**config.mk**
```make
export PLATFORM = sky130hd
export DESIGN_NAME = cpt_dly
export DESIGN_NICKNAME = d
export VERILOG_FILES = /design/src/rtl/core/cpt_pkg.sv /design/src/rtl/core/cpt_dly.sv
export SDC_FILE = /design/constraint.sdc
export NUM_CORES = 1
export LEC_CHECK = 0
export ABC_AREA = 0
export ABC_CLOCK_PERIOD_IN_PS = 1000
export CAP_MARGIN = 20
export CORE_MARGIN = 2
export CORE_UTILIZATION = 25
export CTS_CLUSTER_SIZE = 20
export DETAILED_ROUTE_END_ITERATION = 16
export DONT_BUFFER_PORTS = 1
export GPL_TIMING_DRIVEN = 0
export SYNTH_ARGS = -nofsm -noshare
export SYNTH_HDL_FRONTEND = slang
export SYNTH_SLANG_ARGS = --single-unit
```
**constraint.sdc**
```tcl
create_clock -name i_clk -period 1 [get_ports i_clk]
set_input_delay 0.2 -clock i_clk [delete_from_list [all_inputs] [get_ports i_clk]]
set_output_delay 0.2 -clock i_clk [all_outputs]
set_load 0.01 [all_outputs]
```
**src/rtl/core/cpt_pkg.sv**
```systemverilog
`timescale 1ns / 1ps
package cpt_pkg;

    localparam int CW   = 32;
    localparam int EW   = 33;
    localparam int PW1  = 66;
    localparam int DOTW = 67;
    localparam int MW   = 134;
    localparam int GW   = 136;
    localparam int SW   = 137;
    localparam int NDW  = 69;
    localparam int QW   = 17;
    localparam int ACW  = 52;
    localparam int SHW  = 36;

    localparam logic [QW-1:0] ONE_Q16 = 17'd65536;

endpackage

```
**src/rtl/core/cpt_dly.sv**
```systemverilog
`timescale 1ns / 1ps
module cpt_dly
    import cpt_pkg::*;
#(
    parameter int W = CW,
    parameter int N = 2
) (
    input  logic         i_clk,
    input  logic         i_en,
    input  logic [W-1:0] i_d,
    output logic [W-1:0] o_q
);

    logic [W-1:0] r_sr [N];

    always_ff @(posedge i_clk) begin
        if (i_en) begin
            r_sr[0] <= i_d;
            for (int k = 1; k < N; k++) begin
                r_sr[k] <= r_sr[k-1];
            end
        end
    end

    assign o_q = r_sr[N-1];

endmodule

```
==> results of run 1 <==
[path summary, 6_finish.rpt]
| check | start | endpoint | cells past startpoint |
|---|---|---|---|
| worst max-delay path | r_sr[0][41]$_DFFE_PP_ | o_q[9] | 1 |
| worst min-delay path | i_en | r_sr[0][24]$_DFFE_PP_ | 0 |
| worst max register to register | r_sr[0][25]$_DFFE_PP_ | r_sr[0][57]$_DFFE_PP_ | 0 |
| worst min register to register | r_sr[0][5]$_DFFE_PP_ | r_sr[0][37]$_DFFE_PP_ | 0 |
[synthesized netlist by cell type]
cell type / number / area, sq um
buf_4: 32 / 240
edfxtp_1: 64 / 1920
[area by class of cell]
| type | count | area [sq um] | share of cell area, % |
|---|---|---|---|
| buffer | 32 | 334 | 11.7 |
| clock buffer | 10 | 128 | 4.46 |
| clock inverter | 5 | 25.0 | 0.875 |
| sequential | 64 | 1920 | 67.2 |
| tap | 105 | 131 | 4.59 |
| timing repair buffer | 32 | 320 | 11.2 |
[cells in the final DEF, fill, tap and decap left out]
cell type	instances
clkinv_1	2
buf_6	25
clkbuf_8	9
buf_4	7
edfxtp_1	64
clkinvlp_4	1
clkbuf_1	1
clkinv_2	2
dlygate4sd3_1	32
[metrics by stage]
step                      power [uW]  utilization [%]  setup slack, ns  instance area [sq um]
after floorplan                 3430                -            0.324                   2160
after CTS                       5410             34.3           -0.117                   2850
after global placement          3470             27.6            0.297                   2290
after detailed placement        3480             27.6            0.278                   2290
final                           5300             34.5          -0.0758                   2860
after global routing            5550             34.5           -0.122                   2860
[routing by layer]
layer / share of wire (%) / up-vias / GRT usage [%]
met3: 11 / 5 / 5.20
li1: - / 409 / -
met5: 0 / - / 0
met1: 39 / 425 / 7.76
met4: 1.4 / 0 / 3.25
met2: 48 / 54 / 11.1
[logic make-up after synthesis]
logic type	after synthesis	share of synthesized area, %
flip-flops	64	88.9
buffers and inverters	32	11.1
[report_power, final]
| part | switching (uW) | internal (uW) | total [uW] |
|---|---|---|---|
| clock | 876 | 858 | 1730 |
| combinational | 96.9 | 220 | 317 |
| sequential | 62.4 | 3190 | 3250 |
| total | 1040 | 4260 | 5300 |
[repair_timing]
action	4_1_cts	5_1_grt
gates resized for setup	22	3
endpoints found under the hold margin	96	64
endpoints found under the setup margin	32	32
==> flow_summary.yaml, run 1 <==
floorplan:
  die_area_sq_um: 9410
  ioPinCount: 66
  die_w_um: 97.0
  fp-row-count: 33
  core_sq_um: 8300
  die_y_um: 97.0
  start_util_pct: 26.1
place:
  dp.cells: 201
  io_buffers: 0
  dpl.hpwl_um: 2060
  gp_congestion: 0.780
layout:
  multi_input_comb_area_sq_um: 0
  regMostFlops: "r_sr"
  drive_gt1_share_pct: 30.8
  antenna_cells: 0
  largest_register_ffs: 64
  reg_top3: "r_sr (64)"
  layout.nets: 173
  finalNonFillerCells: 248
  n_fill_cell: 810
  multi_input_gates: 0
  syn2layout_area_growth_pct: 32.3
timing:
  fin_ws_ns: -0.0758
  period_share_pct: 108
  slew_headroom_pct: 92.8
  setup_viol: 32
  report.final.slew_viol_count: 0
  hold-worst-slack_ns: -0.0265
  max_freq_mhz: 930
  skew_ns: 0.00991
  hold_viol_final: 44
  period_minus_slack_ns: 1.08
  tightest_slew_ns: 0.109
  tns_ns: -1.39
  rsz0062_at_grt: "true"
global_route:
  overflow: 0
  grt_pass1_wl_um: 5040
  grt_util_all_layers_pct: 7.32
  antenna_found_initial: 0
  grt_max_degree: 65
  grt_pass1_vias: 998
clock_network:
  tritoncts: "built"
  clockBufferDepth: 2
  cts_setup_buffers: 0
  cts.sinks: 64
  numCtsBuffers: 9
  cts_max_level: 3
  cts.clk_slew.worst_paths_ns: 0.07
  cts_hold_buf: 32
  root_buffer: "clkbuf_8"
  clkLatencyLatePin_ns: 0.33
min_path:
  hp-class: "primary input to flip-flop"
logic_synthesis:
  yosysWarnings: 0
  ys_ff_latch: 64
  netlist_area_sq_um: 2160
  synth_fp_nets: 130
  synthCells: 96
  syn_area_per_cell_sq_um: 22.5
  synth_cell_types: 2
  ys_seq_area_share_pct: 88.9
drt:
  drc: 0
  via_count: 893
  routedWlPerCell_um: 12.8
  drt-pass1-iter-count: 2
  routed_wl_um: 3190
  drtAntennaViolNets: 0
  drt_iter0_drc: 30
  vias_per_cell: 3.60
setup_path:
  crit_path_end_kind: "primary output"
  max_stage_delay_ns: 0.41
  start_kind: "flip-flop"
  path_class: "flip-flop to primary output"
  ff2ff_setup_slack_ns: 0.35
  path_max_fanout: 1
  slowest_stage: "edfxtp_1"
  path_buf_inv: 1
  arrival_ns: 0.88
  worstPathRequired_ns: 0.80
  critPathTopFamily: "flip-flops"
  cp_cell_sequence: "buf_6"
power:
  power.density_nw_per_um2: 1850
  peakVddDrop_mv: 0.805
  power.leakage_uw: 0.00102
run_status:
  outcome: "finished, violations left"
  violations: "negative hold slack, negative setup slack"
flow_run:
  maxCapViolCount: 0
No activity file was read; power rests on OpenSTA's default activity.
==> run 2, diff against run 1 <==
--- a/config.mk
+++ b/config.mk
@@ -8,12 +8,15 @@
 export ABC_AREA = 0
 export ABC_CLOCK_PERIOD_IN_PS = 1000
 export CAP_MARGIN = 20
-export CORE_MARGIN = 2
+export CELL_PAD_IN_SITES_DETAIL_PLACEMENT = 1
+export CELL_PAD_IN_SITES_GLOBAL_PLACEMENT = 2
+export CORE_MARGIN = 3
 export CORE_UTILIZATION = 25
 export CTS_CLUSTER_SIZE = 20
 export DETAILED_ROUTE_END_ITERATION = 16
 export DONT_BUFFER_PORTS = 1
 export GPL_TIMING_DRIVEN = 0
+export PLACE_DENSITY_LB_ADDON = 0.1
 export SYNTH_ARGS = -nofsm -noshare
 export SYNTH_HDL_FRONTEND = slang
 export SYNTH_SLANG_ARGS = --single-unit
==> flow_summary.yaml, run 2 (synthesis results as in run 1) <==
setup_path:
  arrival_ns: 0.86
  endpoint: "o_q[30]"
  path_max_fanout: 1
  r2r_cells: 0
  path_class: "flip-flop to primary output"
  start_kind: "flip-flop"
  ff2ff_setup_slack_ns: 0.36
  path_buf_inv: 1
  cp.depth: 1
  slowest_stage: "edfxtp_1"
  critPathTopFamily: "flip-flops"
  worstPathRequired_ns: 0.80
  crit_path_end_kind: "primary output"
  cp_cell_sequence: "buf_6"
  max_stage_delay_ns: 0.40
  reg2reg_to: "r_sr[0][56]$_DFFE_PP_"
  r2r-start: "r_sr[0][24]$_DFFE_PP_"
  cp-startpoint: "r_sr[0][62]$_DFFE_PP_"
clock_network:
  tritoncts: "built"
  cts_hold_buf: 32
  clkLatencyLatePin_ns: 0.33
  root_buffer: "clkbuf_8"
  clockBufferDepth: 2
  cts.sinks: 64
  numCtsBuffers: 9
  cts_max_level: 3
  cts.clk_slew.worst_paths_ns: 0.07
drt:
  vias_per_cell: 3.59
  drc: 0
  drt-pass1-iter-count: 4
  routedWlPerCell_um: 12.2
  routed_wl_um: 3040
  drtAntennaViolNets: 0
  via_count: 894
  drt_iter0_drc: 19
layout:
  regMostFlops: "r_sr"
  multi_input_gates: 0
  multi_input_comb_area_sq_um: 0
  final_cell_mix: "64 x edfxtp_1, 32 x dlygate4sd3_1, 28 x buf_6, 9 x clkbuf_8, 4 x buf_4"
  fin_util_pct: 35.3
  reg_top3: "r_sr (64)"
  largest_register_ffs: 64
  layout_commonest_cell: "edfxtp_1"
  antenna_cells: 0
  n_fill_cell: 820
  drive_gt1_share_pct: 31.9
  layout.nets: 173
  syn2layout_area_growth_pct: 35.5
timing:
  setup_viol: 32
  skew_ns: 0.00968
  max_freq_mhz: 944
  report.final.slew_viol_count: 0
  tns_ns: -1.31
  period_minus_slack_ns: 1.06
  tightest_slew_ns: 0.102
  hold-worst-slack_ns: -0.0240
  slew_headroom_pct: 93.2
  hold_viol_final: 40
  period_share_pct: 106
  fin_ws_ns: -0.0595
  rsz0062_at_grt: "true"
run_status:
  outcome: "finished, violations left"
  violations: "negative hold slack, negative setup slack"
power:
  power.leakage_uw: 0.00105
  power.density_nw_per_um2: 2010
  peakVddDrop_mv: 0.819
global_route:
  gr-usage-met1_pct: 7.58
  grt_pass1_wl_um: 4910
  grt_max_degree: 65
  overflow: 0
  grt_util_all_layers_pct: 6.81
  busiest_layer: "met2"
  use_met2_pct: 9.40
  grtUsageMet3_pct: 5.02
  grt_pass1_vias: 954
  antenna_found_initial: 0
floorplan:
  start_util_pct: 26.1
  die_y_um: 99.0
  die_w_um: 99.0
  ioPinCount: 66
  fp-row-count: 33
  core_sq_um: 8300
  die_area_sq_um: 9800
flow_run:
  maxCapViolCount: 0
place:
  dpl.hpwl_um: 1790
  io_buffers: 0
  gp_congestion: 0.663
min_path:
  hp-class: "primary input to flip-flop"
## run 2: cell count changes in the layout (fill, tap and decap cells not counted), sizes merged
cell	before	now
clkinvlp	1	2
clkinv	4	2
bufinv	0	2
## run 2: report_power, final
group	switching [uW]	internal, uW	leakage, uW	total (uW)
sequential	60.4	3180	0.000626	3240
clock	935	1390	0.0000999	2330
combinational	92.0	224	0.000322	316
total	1090	4800	0.00105	5880
## run 2: what timing repair did
| action | CTS | global route |
|---|---|---|
| buffers inserted | 0 | 0 |
| gates resized for setup | 20 | 8 |
| endpoints found under the hold margin | 96 | 64 |
| pin swaps | 0 | 0 |
| setup endpoints to repair | 32 | 32 |
## run 2: worst min-delay path by stage
stage               startpoint                     to  slack (ns)  depth (start not counted)
CTS                       i_en  r_sr[0][16]$_DFFE_PP_       -0.05                          0
detailed placement      i_d[7]   r_sr[0][7]$_DFFE_PP_        0.30                          0
global route              i_en  r_sr[0][47]$_DFFE_PP_       -0.06                          0
finish                    i_en  r_sr[0][16]$_DFFE_PP_       -0.02                          0
global placement        i_d[5]   r_sr[0][5]$_DFFE_PP_        0.30                          0
floorplan               i_d[0]   r_sr[0][0]$_DFFE_PP_        0.30                          0
## run 2: metal layers
layer	vias up	share of wire [%]
met5	-	0
met4	0	0.72
met3	4	11
met2	48	47
met1	433	41
li1	409	-
## run 2: cell type report
cell class,count,area (sq um),area share (%)
sequential,64,1920,65.6
buffer,32,345,11.8
timing repair buffer,32,320,10.9
tap,105,131,4.48
clock buffer,10,128,4.36
clock inverter,6,83.8,2.86
## run 2: per-stage QoR
stage / area, sq um / hold WS, ns / worst slack, ns / total power [uW] / cells
CTS: 2900 / -0.0478 / -0.0923 / 6000 / 249
finish: 2930 / -0.0240 / -0.0595 / 5880 / 249
floorplan: 2160 / 0.299 / 0.324 / 3430 / 96
detailed placement: 2290 / 0.299 / 0.293 / 3470 / 201
global placement: 2290 / 0.299 / 0.295 / 3460 / 201
global route: 2930 / -0.0606 / -0.129 / 6170 / 249
